--- src/sv/lfd_pkg.sv ---
// shared types, constants and helpers of the length-prefixed deframer
package lfd_pkg;

    // width of the length and offset counters (8 to 32)
    localparam int LENGTH_BITS = 32;

    // largest length the counters can hold
    localparam logic [31:0] LEN_MAX = 32'((64'd1 << LENGTH_BITS) - 64'd1);

    // header byte positions
    localparam logic [2:0] HDR_FIRST         = 3'd0;
    localparam logic [2:0] HDR_CONTENT_FIRST = 3'd4;
    localparam logic [2:0] HDR_LAST          = 3'd7;

    // phase of the frame; the code doubles as the section tag of a byte
    typedef enum logic [1:0] {
        PH_HEADER  = 2'd0,
        PH_NAME    = 2'd1,
        PH_CONTENT = 2'd2
    } phase_t;

    typedef struct packed {
        logic [7:0]  byte_out;
        logic [1:0]  section;
        logic [31:0] offset;
        logic        section_last;
        logic        frame_done;
        logic [31:0] name_length;
        logic [31:0] content_length;
    } result_t;

    // saturate a decoded length to the counter range
    function automatic logic [31:0] clamp_len(input logic [31:0] v);
        clamp_len = (v > LEN_MAX) ? LEN_MAX : v;
    endfunction

endpackage

--- src/sv/lfd_if.sv ---
// stream channels of the deframer: raw byte input and tagged byte output
interface lfd_in_if;
    logic       valid;
    logic       ready;
    logic [7:0] byte_in;

    modport source (output valid, output byte_in, input ready);
    modport sink   (input valid, input byte_in, output ready);
endinterface

interface lfd_out_if;
    logic        valid;
    logic        ready;
    logic [7:0]  byte_out;
    logic [1:0]  section;
    logic [31:0] offset;
    logic        section_last;
    logic        frame_done;
    logic [31:0] name_length;
    logic [31:0] content_length;

    modport source (output valid, output byte_out, output section, output offset,
                    output section_last, output frame_done, output name_length,
                    output content_length, input ready);
    modport sink   (input valid, input byte_out, input section, input offset,
                    input section_last, input frame_done, input name_length,
                    input content_length, output ready);
endinterface

--- src/sv/lfd_tracker.sv ---
// frame position tracker: header assembly, section counters and byte tagging
module lfd_tracker (
    input  logic             clk,
    input  logic             rst_n,
    input  logic             take,
    input  logic [7:0]       byte_in,
    output lfd_pkg::result_t result
);

    lfd_pkg::phase_t                  phase_reg, phase_next;
    logic [2:0]                       hdr_cnt_reg, hdr_cnt_next;
    logic [31:0]                      name_len_reg, name_len_next;
    logic [31:0]                      content_len_reg, content_len_next;
    logic [lfd_pkg::LENGTH_BITS-1:0]  sec_off_reg, sec_off_next;

    logic [31:0] len;
    logic [31:0] name_asm;
    logic [31:0] content_asm;
    logic [31:0] name_sat;
    logic [31:0] content_sat;

    always_ff @(posedge clk or negedge rst_n)
    begin
        if (!rst_n)
        begin
            phase_reg       <= lfd_pkg::PH_HEADER;
            hdr_cnt_reg     <= lfd_pkg::HDR_FIRST;
            name_len_reg    <= '0;
            content_len_reg <= '0;
            sec_off_reg     <= '0;
        end
        else if (take)
        begin
            phase_reg       <= phase_next;
            hdr_cnt_reg     <= hdr_cnt_next;
            name_len_reg    <= name_len_next;
            content_len_reg <= content_len_next;
            sec_off_reg     <= sec_off_next;
        end
    end

    always_comb
    begin
        phase_next       = phase_reg;
        hdr_cnt_next     = hdr_cnt_reg;
        name_len_next    = name_len_reg;
        content_len_next = content_len_reg;
        sec_off_next     = sec_off_reg;

        len         = (phase_reg == lfd_pkg::PH_NAME) ? name_len_reg : content_len_reg;
        name_asm    = (hdr_cnt_reg == lfd_pkg::HDR_FIRST) ? {24'd0, byte_in}
                                                          : {name_len_reg[23:0], byte_in};
        content_asm = (hdr_cnt_reg == lfd_pkg::HDR_CONTENT_FIRST)
                      ? {24'd0, byte_in} : {content_len_reg[23:0], byte_in};
        name_sat    = lfd_pkg::clamp_len(name_len_reg);
        content_sat = lfd_pkg::clamp_len(content_asm);

        result                = '0;
        result.byte_out       = byte_in;
        result.section        = 2'(lfd_pkg::PH_HEADER);

        case (phase_reg)
            lfd_pkg::PH_NAME, lfd_pkg::PH_CONTENT:
            begin
                result.section        = 2'(phase_reg);
                result.offset         = 32'(sec_off_reg);
                result.name_length    = name_len_reg;
                result.content_length = content_len_reg;
                if (len == 32'd0 || 32'(sec_off_reg) >= len - 32'd1)
                begin
                    result.section_last = 1'b1;
                    sec_off_next        = '0;
                    if (phase_reg == lfd_pkg::PH_NAME && content_len_reg != 32'd0)
                    begin
                        phase_next = lfd_pkg::PH_CONTENT;
                    end
                    else
                    begin
                        phase_next        = lfd_pkg::PH_HEADER;
                        result.frame_done = 1'b1;
                    end
                end
                else
                begin
                    sec_off_next = sec_off_reg + {{(lfd_pkg::LENGTH_BITS-1){1'b0}}, 1'b1};
                end
            end
            default:
            begin
                // header byte; an unused phase code behaves the same
                result.offset = 32'(hdr_cnt_reg);
                if (hdr_cnt_reg < lfd_pkg::HDR_CONTENT_FIRST)
                begin
                    name_len_next = name_asm;
                end
                else
                begin
                    content_len_next = content_asm;
                end
                if (hdr_cnt_reg == lfd_pkg::HDR_LAST)
                begin
                    // empty sections resolved here, on the last header byte
                    result.section_last   = 1'b1;
                    result.name_length    = name_sat;
                    result.content_length = content_sat;
                    name_len_next         = name_sat;
                    content_len_next      = content_sat;
                    hdr_cnt_next          = lfd_pkg::HDR_FIRST;
                    sec_off_next          = '0;
                    if (name_sat != 32'd0)
                    begin
                        phase_next = lfd_pkg::PH_NAME;
                    end
                    else if (content_sat != 32'd0)
                    begin
                        phase_next = lfd_pkg::PH_CONTENT;
                    end
                    else
                    begin
                        phase_next        = lfd_pkg::PH_HEADER;
                        result.frame_done = 1'b1;
                    end
                end
                else
                begin
                    hdr_cnt_next = hdr_cnt_reg + 3'd1;
                    phase_next   = lfd_pkg::PH_HEADER;
                end
            end
        endcase
    end

endmodule

--- src/sv/length_prefixed_file_deframer_unit.sv ---
// top level of the length-prefixed frame deframer
//
//  channel | dir | payload                                         | role
//  --------+-----+-------------------------------------------------+---------------------------
//  rx      | in  | byte_in                                         | raw stream, one byte each
//  tx      | out | byte_out, section, offset, section_last,        | tagged byte, one per input
//          |     | frame_done, name_length, content_length         |
//
// one byte per clock while tx drains: a transaction on rx produces its result in the output register
// on the same edge, so throughput is one byte per cycle unless a stall on tx fills the register
// rx.ready is high while the output register is empty or being drained by tx.ready
// a stall on tx holds the result and blocks rx only when the register is full
// reset clears the frame state to the start of a header and empties the output register
module length_prefixed_file_deframer_unit (
    input  logic       clk,
    input  logic       rst_n,
    lfd_in_if.sink     rx,
    lfd_out_if.source  tx
);

    logic              take;
    lfd_pkg::result_t  result;
    lfd_pkg::result_t  result_reg;
    logic              tx_valid_reg;

    assign rx.ready = !tx_valid_reg || tx.ready;
    assign take     = rx.valid && rx.ready;

    lfd_tracker u_tracker (
        .clk     (clk),
        .rst_n   (rst_n),
        .take    (take),
        .byte_in (rx.byte_in),
        .result  (result)
    );

    always_ff @(posedge clk or negedge rst_n)
    begin
        if (!rst_n)
        begin
            tx_valid_reg <= 1'b0;
        end
        else if (rx.ready)
        begin
            tx_valid_reg <= rx.valid;
        end
    end

    always_ff @(posedge clk)
    begin
        if (take)
        begin
            result_reg <= result;
        end
    end

    assign tx.valid          = tx_valid_reg;
    assign tx.byte_out       = result_reg.byte_out;
    assign tx.section        = result_reg.section;
    assign tx.offset         = result_reg.offset;
    assign tx.section_last   = result_reg.section_last;
    assign tx.frame_done     = result_reg.frame_done;
    assign tx.name_length    = result_reg.name_length;
    assign tx.content_length = result_reg.content_length;

endmodule

--- src/flat_wrapper.sv ---
// flat-port wrapper written by rule: the top's interface ports become plain ports
module length_prefixed_file_deframer_unit_flat 
  (clk, rst_n, rx_valid, rx_byte_in, rx_ready, tx_valid, tx_byte_out, tx_section, tx_offset, tx_section_last, tx_frame_done, tx_name_length, tx_content_length, tx_ready);
  lfd_in_if rx_i ();
  lfd_out_if tx_i ();
  input  logic clk;
  input  logic rst_n;
  input wire logic [$bits(rx_i.valid)-1:0] rx_valid;
  input wire logic [$bits(rx_i.byte_in)-1:0] rx_byte_in;
  output wire logic [$bits(rx_i.ready)-1:0] rx_ready;
  output wire logic [$bits(tx_i.valid)-1:0] tx_valid;
  output wire logic [$bits(tx_i.byte_out)-1:0] tx_byte_out;
  output wire logic [$bits(tx_i.section)-1:0] tx_section;
  output wire logic [$bits(tx_i.offset)-1:0] tx_offset;
  output wire logic [$bits(tx_i.section_last)-1:0] tx_section_last;
  output wire logic [$bits(tx_i.frame_done)-1:0] tx_frame_done;
  output wire logic [$bits(tx_i.name_length)-1:0] tx_name_length;
  output wire logic [$bits(tx_i.content_length)-1:0] tx_content_length;
  input wire logic [$bits(tx_i.ready)-1:0] tx_ready;
  assign rx_i.valid = rx_valid;
  assign rx_i.byte_in = rx_byte_in;
  assign rx_ready = rx_i.ready;
  assign tx_valid = tx_i.valid;
  assign tx_byte_out = tx_i.byte_out;
  assign tx_section = tx_i.section;
  assign tx_offset = tx_i.offset;
  assign tx_section_last = tx_i.section_last;
  assign tx_frame_done = tx_i.frame_done;
  assign tx_name_length = tx_i.name_length;
  assign tx_content_length = tx_i.content_length;
  assign tx_i.ready = tx_ready;
  length_prefixed_file_deframer_unit u_core (.clk(clk), .rst_n(rst_n), .rx(rx_i), .tx(tx_i));
endmodule
--- config.mk ---
export PLATFORM = sky130hd
export DESIGN_NAME = length_prefixed_file_deframer_unit_flat
export DESIGN_NICKNAME = d
export VERILOG_FILES = /design/src/sv/lfd_pkg.sv /design/src/sv/lfd_if.sv /design/src/sv/lfd_tracker.sv /design/src/sv/length_prefixed_file_deframer_unit.sv /design/src/flat_wrapper.sv
export SDC_FILE = /design/constraint.sdc
export NUM_CORES = 1
export LEC_CHECK = 0
export ABC_AREA = 1
export BUFFER_PORTS_ARGS = -buffer_cell sky130_fd_sc_hd__buf_2
export CAP_MARGIN = 20
export CORE_ASPECT_RATIO = 1.2
export CORE_MARGIN = 2
export CORE_UTILIZATION = 45
export CTS_BUF_LIST = sky130_fd_sc_hd__clkbuf_8 sky130_fd_sc_hd__clkbuf_16
export CTS_CLUSTER_DIAMETER = 50
export DETAILED_ROUTE_END_ITERATION = 7
export PLACE_DENSITY = 0.66
export SLEW_MARGIN = 20
export SYNTH_ARGS = -nofsm -noshare
export SYNTH_HDL_FRONTEND = slang
export SYNTH_SLANG_ARGS = --single-unit
export TNS_END_PERCENT = 50
--- constraint.sdc ---
create_clock -name clk -period 4.8 [get_ports clk]
set_input_delay 1.2 -clock clk [delete_from_list [all_inputs] [get_ports clk]]
set_output_delay 1.2 -clock clk [all_outputs]
set_load 0.02 [all_outputs]
==> impl_metrics.csv, run 1 <==
group,metric,value,unit
logic_synthesis,synth.most_common_cell,"nand2_1",
routing,routed_wl,27300,um
clock_tree,h-tree-depth,1,
routing,drc,0,
cells_and_area,final_area,12600,um2
die,chipHeight,175,um
die,die-area,25500,um2
routing,post_drt_wl_per_cell,16.5,um
logic_synthesis,synthSimpleGateAreaFrac,22.0,%
die,row_count,62,
logic_synthesis,yosys_warnings,0,
logic_synthesis,syn-num-nets,1252,
clock_tree,cts_sinks,210,
power_and_ir_drop,power_switching,3.52,mW
global_route,grt_first_pass_wirelength,43300,um
logic_synthesis,yosys.area_share.adder,4.36,%
cells_and_area,finish.net_count,1364,
logic_synthesis,netlist.area_leader.share,29.7,%
critical_path,cp-start-kind,"flip-flop",
cells_and_area,drive_gt1_share,16.7,%
logic_synthesis,synth_cells,1202,
critical_path,regToRegSetupSlack,0.79,ns
critical_path,r2r-end,"u_core.u_tracker.sec_off_reg[24]$_DFFE_PN0P_",
routing,vias,8593,
routing,dr.first_iter.drc_count,789,
placement,hpwl,19800,um
die,io_pins,122,
logic_synthesis,async_reset_ff_share,48.6,%
clock_tree,clk_path_buf_depth,3,
run_status,status,"complete, no violations",
timing,slew-limit-headroom,33.5,%
timing,slew_violations,0,
cells_and_area,nFillCells,2223,
routing,drt-vias-per-instance,5.20,
critical_path,worst-endpoint-arrival,4.44,ns
clock_tree,path_clk_slew,0.07,ns
timing,period_needed,4.01,ns
clock_tree,post-cts-setup-buffer-count,0,
placement,gp_congestion,0.928,
critical_path,worst-endpoint-required,5.23,ns
clock_tree,cts_resized,0,
global_route,first_global_vias,8197,
hold_path,worstHoldStart,"u_core.u_tracker.phase_reg[1]$_DFFE_PN0P_",
timing,worstMarginPinSlew,0.995,ns
clock_tree,cts_tree,"yes",
logic_synthesis,synth_compound_area_share,9.50,%
die,initial_core_util,45.7,%
timing,clock_skew,0.0250,ns
logic_synthesis,post-synth-top-area-cell,"edfxtp_1",
timing,finalCritPeriodShare,83.4,%
logic_synthesis,synth_area_leaders,"edfxtp_1 30%, dfrtp_1 23%, nand2_1 7.8%, nor2_1 5.3%, inv_1 5.2%",
power_and_ir_drop,cellLeakagePower,5.60,nW
power_and_ir_drop,sw_frac_of_total,44.0,%
logic_synthesis,synthMuxAreaShare,0.0917,%
logic_synthesis,avgSynthCellArea,9.08,um2
routing,firstDrtPassIters,6,
power_and_ir_drop,p_int,4.49,mW
global_route,overflow,0,
hold_path,whs_endpoint,"u_core.u_tracker.phase_reg[1]$_DFFE_PN0P_",
power_and_ir_drop,power.density,636,nW/um2
logic_synthesis,ys_types,51,
power_and_ir_drop,peakVddDrop,0.384,mV
critical_path,r2r.worst_path.cells,21,
timing,hold_viol,0,
clock_tree,clock_latency,0.54,ns
logic_synthesis,synthXorXnorAreaFrac,3.12,%
logic_synthesis,seq_area_frac_synth,53.1,%
timing,rsz0062_at_grt,"false",
hold_path,min_path_type,"reg2reg",
global_route,grt_usage,21.2,%
critical_path,cp-end-kind,"flip-flop",
die,core,23900,um2
clock_tree,cts_inserted_buffers,25,
cells_and_area,diodes,0,
timing,finalSetupViolCount,0,
logic_synthesis,synth_top_family_by_area,"simple AND/OR/NAND/NOR gates",
critical_path,r2r-start,"u_core.u_tracker.phase_reg[0]$_DFFE_PN0P_",
placement,port_buffers,121,
cells_and_area,syn_to_final_growth,15.3,%
global_route,grt_max_degree,109,
logic_synthesis,syn_area,10900,um2
power_and_ir_drop,clock_power_share,23.2,%
critical_path,crit_type,"reg2reg",
logic_synthesis,synth_edf_count,108,
timing,setup_tns,0,ns
routing,postRouteAntennaNets,0,
placement,place_area,11800,um2
critical_path,crit_fanout,53,
clock_tree,clockRootBuffer,"clkbuf_16",
flow_run,cap_violations,0,
clock_tree,cts_hold_buf,0,
power_and_ir_drop,seqPwrFrac,33.3,%
logic_synthesis,synth_seq_cells,210,
logic_synthesis,ys_dominant_reg_cell,"edfxtp_1",
hold_path,min_delay_path_depth,2,
die,die_x,146,um
global_route,antenna_found_initial,0,
timing,max_freq,250,MHz
logic_synthesis,synth_common_cells,"227 x nand2_1, 153 x nor2_1, 151 x inv_1",
power_and_ir_drop,p_comb_share,43.5,%
cells by family after synthesis:
family                   after synthesis
AND/OR/NAND/NOR                      537
flip-flops                           210
buffers and inverters                201
AO/OA/AOI/OAI                        177
XOR/XNOR                              38
adder cells (fa/ha/maj)               38
multiplexers                           1
metal layers:
metal / share of wire [%] / track usage [%] / vias up
li1: - / - / 4211
met1: 42 / 27.6 / 4061
met2: 50 / 36.9 / 261
met3: 4.6 / 2.32 / 60
met4: 3.3 / 7.48 / 0
met5: 0 / 0 / -
worst max-delay path, cell delays in order, from the launching register on:
cell	delay, ns
dfrtp_1	0.40
ha_2	0.21
buf_12	0.18
inv_4	0.16
nand2_1	0.07
nand2_1	0.12
nand2_1	0.13
nor2_4	0.20
nand2_4	0.10
clkinv_2	0.11
nand2_4	0.09
nor3_2	0.19
and2_1	0.18
nor2_1	0.04
nor2_1	0.09
ha_1	0.24
a21oi_1	0.14
o21a_1	0.12
nand2_1	0.07
nor2_1	0.24
nand4_4	0.46
a21boi_0	0.33
cell usage in the layout (no fill, tap or decap), types with 8 or more instances in the layout:
cell,count
a21oi_1,36
buf_2,120
buf_4,8
clkbuf_16,25
dfrtp_1,102
edfxtp_1,108
ha_1,37
inv_1,156
nand2_1,226
nand2_2,17
nand3_1,66
nand4_1,26
nor2_1,151
nor3_1,16
o21ai_0,70
o21ai_1,16
o22ai_1,18
o32ai_1,15
xor2_1,30
how the worst max path moves through the flow:
stage                                              start                                            to  slack, ns  depth (start not counted)
6_report       u_core.u_tracker.phase_reg[0]$_DFFE_PN0P_  u_core.u_tracker.sec_off_reg[24]$_DFFE_PN0P_       0.79                         21
5_1_grt        u_core.u_tracker.phase_reg[1]$_DFFE_PN0P_  u_core.u_tracker.sec_off_reg[13]$_DFFE_PN0P_       0.35                         21
4_1_cts        u_core.u_tracker.phase_reg[0]$_DFFE_PN0P_  u_core.u_tracker.sec_off_reg[24]$_DFFE_PN0P_       0.76                         21
3_5_place_dp   u_core.u_tracker.phase_reg[0]$_DFFE_PN0P_  u_core.u_tracker.sec_off_reg[24]$_DFFE_PN0P_       0.75                         21
3_3_place_gp   u_core.u_tracker.phase_reg[0]$_DFFE_PN0P_     u_core.u_tracker.phase_reg[0]$_DFFE_PN0P_       0.92                         23
2_1_floorplan                                   tx_ready  u_core.u_tracker.sec_off_reg[24]$_DFFE_PN0P_       0.73                         10
layout make-up:
cell class                      instances  area, um2  share of cell area (%)
Tap cell                              320        400                    3.18
Clock buffer                           26        639                    5.08
Multi-Input combinational cell        791       4280                    34.0
Inverter                              156        593                    4.71
Sequential cell                       210       5800                    46.1
Timing Repair Buffer                  130        701                    5.57
Clock inverter                         20        176                    1.40
power by group through the flow:
stage          logic, mW  registers (mW)  clock network, mW
6_report            3.48            2.66               1.86
5_1_grt             3.92            2.70               1.95
4_1_cts             3.49            2.66               1.89
3_5_place_dp        3.47            2.69                  0
3_3_place_gp        3.42            2.68                  0
2_1_floorplan       2.51            2.73                  0
metrics by stage:
step / power (mW) / util, % / setup slack [ns] / hold WS [ns] / instances
6_report: 8.01 / 52.7 / 0.794 / 0.494 / 1653
3_3_place_gp: 6.11 / 49.2 / 0.917 / 0.467 / 1607
5_1_grt: 8.57 / 52.7 / 0.346 / 0.516 / 1653
4_1_cts: 8.03 / 52.6 / 0.759 / 0.489 / 1653
2_1_floorplan: 5.24 / - / 0.734 / 0.442 / 1202
3_5_place_dp: 6.15 / 49.2 / 0.751 / 0.467 / 1607
(Power assumes the default switching activity.)
==> run 2: changes to the inputs <==
--- a/config.mk
+++ b/config.mk
@@ -14,7 +14,7 @@
 export CTS_BUF_LIST = sky130_fd_sc_hd__clkbuf_8 sky130_fd_sc_hd__clkbuf_16
 export CTS_CLUSTER_DIAMETER = 50
 export DETAILED_ROUTE_END_ITERATION = 7
-export PLACE_DENSITY = 0.66
+export PLACE_DENSITY = 0.68
 export SLEW_MARGIN = 20
 export SYNTH_ARGS = -nofsm -noshare
 export SYNTH_HDL_FRONTEND = slang
==> constraint.sdc (replaced) <==
create_clock -name clk -period 3.61 [get_ports clk]
set_input_delay 0.9025 -clock clk [delete_from_list [all_inputs] [get_ports clk]]
set_output_delay 0.9025 -clock clk [all_outputs]
set_load 0.02 [all_outputs]
==> impl_metrics.csv, run 2 (synthesized netlist as in run 1, its figures left out) <==
group,metric,value,unit
run_status,status,"complete, no violations",
clock_tree,cts_tree,"yes",
clock_tree,clock_latency,0.51,ns
timing,fin_hold_ws,0.434,ns
power_and_ir_drop,fin_total_pwr,11.4,mW
global_route,grt_usage,21.1,%
placement,hpwl,19700,um
placement,gp_congestion,0.979,
die,die-area,25500,um2
timing,worstMarginPinSlew,0.959,ns
timing,slew-limit-headroom,35.9,%
critical_path,worst-endpoint-required,4.03,ns
timing,period_needed,3.54,ns
cells_and_area,syn_to_final_growth,21.3,%
clock_tree,cts_inserted_buffers,22,
cells_and_area,nFillCells,2152,
routing,drc,0,
routing,vias,8837,
die,core,23900,um2
clock_tree,cts_sinks,210,
clock_tree,path_clk_slew,0.06,ns
critical_path,cp-end-kind,"flip-flop",
cells_and_area,layout_common_cells,"207 x nand2_1, 153 x inv_1, 142 x nor2_1",
power_and_ir_drop,peakVddDrop,0.475,mV
power_and_ir_drop,power.density,861,nW/um2
routing,post_drt_wl_per_cell,16.7,um
die,initial_core_util,45.7,%
hold_path,min_path_type,"in2async",
die,chipHeight,175,um
flow_run,cap_violations,0,
timing,rsz0062_at_grt,"true",
cells_and_area,final_common_cell,"nand2_1",
routing,drt-vias-per-instance,5.24,
global_route,overflow,0,
timing,slew_violations,0,
cells_and_area,finish.net_count,1401,
timing,finalCritPeriodShare,98.2,%
global_route,grt_first_pass_wirelength,43300,um
power_and_ir_drop,cellLeakagePower,5.87,nW
critical_path,crit_type,"reg2reg",
die,row_count,62,
timing,max_freq,282,MHz
timing,hold_viol,0,
routing,dr.first_iter.drc_count,654,
routing,postRouteAntennaNets,0,
routing,routed_wl,28100,um
die,die_x,146,um
global_route,antenna_found_initial,0,
critical_path,worst-endpoint-arrival,3.97,ns
global_route,grt_max_degree,108,
clock_tree,clk_path_buf_depth,3,
die,io_pins,122,
timing,clock_skew,0.0133,ns
cells_and_area,drive_gt1_share,22.7,%
cells_and_area,diodes,0,
clock_tree,cts_hold_buf,0,
clock_tree,h-tree-depth,1,
critical_path,crit_fanout,9,
routing,firstDrtPassIters,8,
placement,port_buffers,121,
global_route,first_global_vias,8372,
clock_tree,clockRootBuffer,"clkbuf_16",
critical_path,cp-start-kind,"flip-flop",
timing,finalSetupViolCount,0,
[run 2: cell count changes in the layout (fill, tap and decap cells not counted), moves of 6 or more]
cell      change
a21boi_0      -7
nor2_4        +6
o21ai_1       -7
nand2_2      +17
a21oi_1      -13
nand2_1      -19
a21oi_2      +13
a21boi_1      +7
buf_4        +29
nor2_1        -9
[run 2: final timing paths]
kind	start	to	slack, ns	depth (start not counted)
setup / recovery	u_core.u_tracker.phase_reg[1]$_DFFE_PN0P_	u_core.u_tracker.sec_off_reg[21]$_DFFE_PN0P_	0.07	24
hold / removal	rst_n	async pin	0.43	1
setup reg to reg	u_core.u_tracker.phase_reg[1]$_DFFE_PN0P_	u_core.u_tracker.sec_off_reg[21]$_DFFE_PN0P_	0.07	24
hold reg to reg	u_core.u_tracker.content_len_reg[28]$_DFFE_PN0P_	u_core.u_tracker.content_len_reg[28]$_DFFE_PN0P_	0.49	2
max in group asynchronous	rst_n	u_core.u_tracker.hdr_cnt_reg[2]$_DFFE_PN0P_	2.45	2
min in group clk	u_core.u_tracker.content_len_reg[28]$_DFFE_PN0P_	u_core.u_tracker.content_len_reg[28]$_DFFE_PN0P_	0.49	2
[run 2: timing repair]
| action | 4_1_cts | 5_1_grt |
|---|---|---|
| cloned | 0 | 8 |
| endpoints found under the hold margin | 0 | 0 |
| endpoints found under the setup margin | 33 | 36 |
| setup buffers | 0 | 13 |
| gates resized for setup | 3 | 72 |
| pin swaps | 1 | 24 |
[run 2: stage by stage]
stage / area (um2) / util, % / instances / setup WS (ns) / setup TNS (ns)
2_1_floorplan: 10900 / - / 1202 / 0.00850 / 0
3_3_place_gp: 12000 / 50.0 / 1626 / -0.00373 / -0.00373
3_5_place_dp: 12000 / 50.0 / 1626 / -0.0850 / -1.20
4_1_cts: 12700 / 53.2 / 1666 / 0.00254 / 0
5_1_grt: 13200 / 55.4 / 1687 / -0.117 / -2.63
6_report: 13200 / 55.4 / 1687 / 0.0662 / 0
[run 2: final cells by class]
type / instances / area [um2] / share of cell area, %
clock buffer: 24 / 589 / 4.45
clock inverter: 16 / 165 / 1.25
inverter: 156 / 607 / 4.59
multi-input combinational: 791 / 4520 / 34.2
sequential: 210 / 5800 / 43.8
tap: 320 / 400 / 3.03
timing repair buffer: 170 / 1150 / 8.70
[run 2: layer usage]
metal | track usage [%] | wire length (um) | vias to the layer above
met2 | 37.6 | 14400 | 266
met1 | 27.3 | 11400 | 4225
met4 | 5.70 | 901 | 0
met5 | 0 | 0 | -
met3 | 2.79 | 1370 | 64
li1 | - | - | 4282
[run 2: worst max-delay path, cell delays in order (launching register included)]
cell and delay, ns:
dfrtp_1 0.38, inv_2 0.08, ha_4 0.21, buf_12 0.15, nand2_1 0.09, o21ai_2 0.11
nand2_1 0.13, nor2_4 0.19, nand2_4 0.09, nor2_4 0.15, nand2_2 0.09, nor2_4 0.16
nand2_2 0.08, xnor2_2 0.14, ha_1 0.32, nand2_1 0.07, inv_1 0.05, nand2_1 0.07
nand2_1 0.05, nand2_1 0.06, a21oi_2 0.07, nor2_4 0.14, nand4_4 0.20, clkbuf_16 0.24
a21oi_1 0.13
[run 2: power by group]
part | internal [mW] | switching (mW)
clock network | 1.40 | 0.940
logic | 1.92 | 3.59
registers | 3.13 | 0.419
total | 6.44 | 4.95
==> run 3: changes to the inputs <==
--- a/config.mk
+++ b/config.mk
@@ -5,7 +5,6 @@
 export SDC_FILE = /design/constraint.sdc
 export NUM_CORES = 1
 export LEC_CHECK = 0
-export ABC_AREA = 1
 export BUFFER_PORTS_ARGS = -buffer_cell sky130_fd_sc_hd__buf_2
 export CAP_MARGIN = 20
 export CORE_ASPECT_RATIO = 1.2
==> impl_metrics.csv, run 3 <==
group,metric,value,unit
run_status,status,"complete, but fails checks",
run_status,violations,"negative setup slack",
cells_and_area,syn_to_final_growth,29.3,%
critical_path,crit_fanout,6,
die,initial_core_util,45.3,%
critical_path,worst-endpoint-arrival,4.74,ns
timing,layout_setup_ws,-0.680,ns
die,row_count,62,
global_route,grt_usage,23.1,%
logic_synthesis,synth.most_common_cell,"nand2_1",
cells_and_area,drive_gt1_share,29.1,%
timing,period_needed,4.29,ns
routing,dr.first_iter.drc_count,480,
critical_path,cp-start-kind,"flip-flop",
logic_synthesis,synth_seq_cells,210,
power_and_ir_drop,fin_total_pwr,10.9,mW
timing,slew_violations,0,
placement,gp_congestion,0.953,
cells_and_area,final_area,13900,um2
power_and_ir_drop,cellLeakagePower,6.08,nW
routing,drt-vias-per-instance,5.24,
placement,hpwl,21100,um
logic_synthesis,synth_area_leaders,"edfxtp_1 30%, dfrtp_1 24%, nand2_1 6.8%, ha_1 4.4%, o21ai_0 3.7%",
logic_synthesis,syn_area,10800,um2
routing,drc,0,
clock_tree,h-tree-depth,1,
power_and_ir_drop,seqPwrFrac,32.2,%
clock_tree,cts_hold_buf,0,
die,die-area,25200,um2
timing,slew-limit-headroom,31.7,%
logic_synthesis,post-synth-top-area-cell,"edfxtp_1",
critical_path,crit_type,"reg2reg",
timing,worstMarginPinSlew,1.02,ns
clock_tree,cts_tree,"yes",
cells_and_area,area.sequential,5800,um2
cells_and_area,final_common_cell,"nand2_1",
clock_tree,clockRootBuffer,"clkbuf_16",
logic_synthesis,ys_dominant_reg_cell,"edfxtp_1",
timing,clock_skew,0.0164,ns
logic_synthesis,synth_common_cells,"196 x nand2_1, 108 x edfxtp_1, 102 x dfrtp_1",
logic_synthesis,syn-num-nets,1114,
die,core,23700,um2
routing,post_drt_wl_per_cell,18.0,um
die,chipHeight,173,um
routing,postRouteAntennaNets,0,
die,die_x,145,um
logic_synthesis,async_reset_ff_share,48.6,%
global_route,overflow,0,
logic_synthesis,synth_edf_count,108,
cells_and_area,finish.net_count,1347,
logic_synthesis,avgSynthCellArea,10.1,um2
power_and_ir_drop,sw_frac_of_total,40.2,%
logic_synthesis,ys_types,59,
critical_path,worst-endpoint-required,4.06,ns
power_and_ir_drop,p_comb_share,46.3,%
die,io_pins,122,
power_and_ir_drop,power.density,785,nW/um2
clock_tree,cts_inserted_buffers,24,
placement,place_area,12600,um2
logic_synthesis,synth_cells,1064,
cells_and_area,stdcell_count,1635,
critical_path,r2r-start,"u_core.u_tracker.phase_reg[1]$_DFFE_PN0P_",
cells_and_area,diodes,0,
flow_run,cap_violations,0,
cells_and_area,multi_input_area,4970,um2
global_route,first_global_vias,8712,
global_route,grt_max_degree,64,
timing,finalSetupViolCount,36,
power_and_ir_drop,clock_power_share,21.5,%
global_route,grt_first_pass_wirelength,46400,um
timing,max_freq,233,MHz
timing,finalCritPeriodShare,119,%
power_and_ir_drop,peakVddDrop,0.436,mV
placement,dp_cells,1572,
cells_and_area,final_core_util,58.6,%
power_and_ir_drop,power_switching,4.38,mW
routing,routed_wl,29400,um
critical_path,cp-end-kind,"flip-flop",
cells_and_area,nFillCells,2055,
clock_tree,cts_sinks,210,
routing,vias,8571,
clock_tree,path_clk_slew,0.06,ns
critical_path,regToRegSetupSlack,-0.68,ns
clock_tree,clk_path_buf_depth,3,
hold_path,min_path_type,"in2async",
logic_synthesis,netlist.area_leader.share,30.1,%
timing,rsz0062_at_grt,"true",
power_and_ir_drop,p_int,6.53,mW
cells_and_area,layout_common_cells,"195 x nand2_1, 130 x buf_4, 120 x buf_2",
global_route,antenna_found_initial,0,
logic_synthesis,yosys_warnings,0,
logic_synthesis,seq_area_frac_synth,53.9,%
clock_tree,clock_latency,0.53,ns
critical_path,setup.worst_path.start,"u_core.u_tracker.phase_reg[1]$_DFFE_PN0P_",
routing,firstDrtPassIters,5,
placement,port_buffers,121,
timing,hold_viol,0,
## run 3: area by class of cell
cell class | instances | area share [%]
Clock buffer | 26 | 4.51
Multi-Input combinational cell | 753 | 35.7
Clock inverter | 18 | 1.09
Tap cell | 320 | 2.88
Sequential cell | 210 | 41.7
Inverter | 43 | 1.19
Timing Repair Buffer | 265 | 12.9
## run 3: final timing paths
| check | cells past startpoint | endpoint |
|---|---|---|
| worst max-delay path | 19 | u_core.u_tracker.sec_off_reg[6]$_DFFE_PN0P_ |
| worst min-delay path | 1 | u_core.u_tracker.sec_off_reg[3]$_DFFE_PN0P_ |
| worst max register to register | 19 | u_core.u_tracker.sec_off_reg[6]$_DFFE_PN0P_ |
| worst min register to register | 2 | u_core.u_tracker.content_len_reg[31]$_DFFE_PN0P_ |
| max in group asynchronous | 2 | u_core.u_tracker.content_len_reg[6]$_DFFE_PN0P_ |
| min in group clk | 2 | u_core.u_tracker.content_len_reg[31]$_DFFE_PN0P_ |
## run 3: metrics by stage
stage	setup slack (ns)	setup TNS (ns)	hold slack, ns
floorplan	-0.312	-12.26	0.471
global placement	-0.666	-19.37	0.523
detailed placement	-0.799	-23.37	0.531
CTS	-0.583	-19.47	0.377
global route	-0.818	-26.19	0.407
finish	-0.680	-19.91	0.371
## run 3: critical path, cell delays in order (launching register included)
cell       delay, ns
dfrtp_1         0.37
inv_2           0.08
ha_4            0.19
buf_4           0.15
nor3b_4         0.20
buf_6           0.13
o22ai_2         0.09
buf_4           0.15
or4_4           0.56
nor2_4          0.10
xor2_1          0.07
mux2i_1         0.24
ha_1            0.30
a21oi_1         0.14
o21a_1          0.21
o2bb2ai_4       0.10
a311oi_4        0.36
a21bo_4         0.29
or4_4           0.40
nand3_1         0.08
## run 3: routing by layer
metal,share of wire (%),vias up,GRT usage (%)
met2,51,233,40.9
li1,-,4138,-
met3,4.5,79,3.47
met4,4.4,0,10.7
met5,0,-,0
met1,40,4121,27.9
## run 3: power by group through the flow
stage	logic (mW)	clock network [mW]	registers, mW
after detailed placement	4.59	0	3.50
after CTS	4.94	2.39	3.50
final	5.06	2.35	3.51
after floorplan	2.40	0	3.68
after global routing	5.51	2.48	3.56
after global placement	4.49	0	3.49
## run 3: timing repair
item	4_1_cts	5_1_grt
pin swaps	30	21
cloned	1	0
endpoints found under the setup margin	36	36
resized for setup	50	23
setup buffers	13	6
## run 3: logic make-up after synthesis
logic type	synth area share [%]
and+or+nand+nor	21.7
DFF	53.9
buffers and inverters	4.14
xor gates and xnor gates	5.05
AOI/OAI and AO/OA	7.13
muxes	3.67
adders and majority gates	4.42
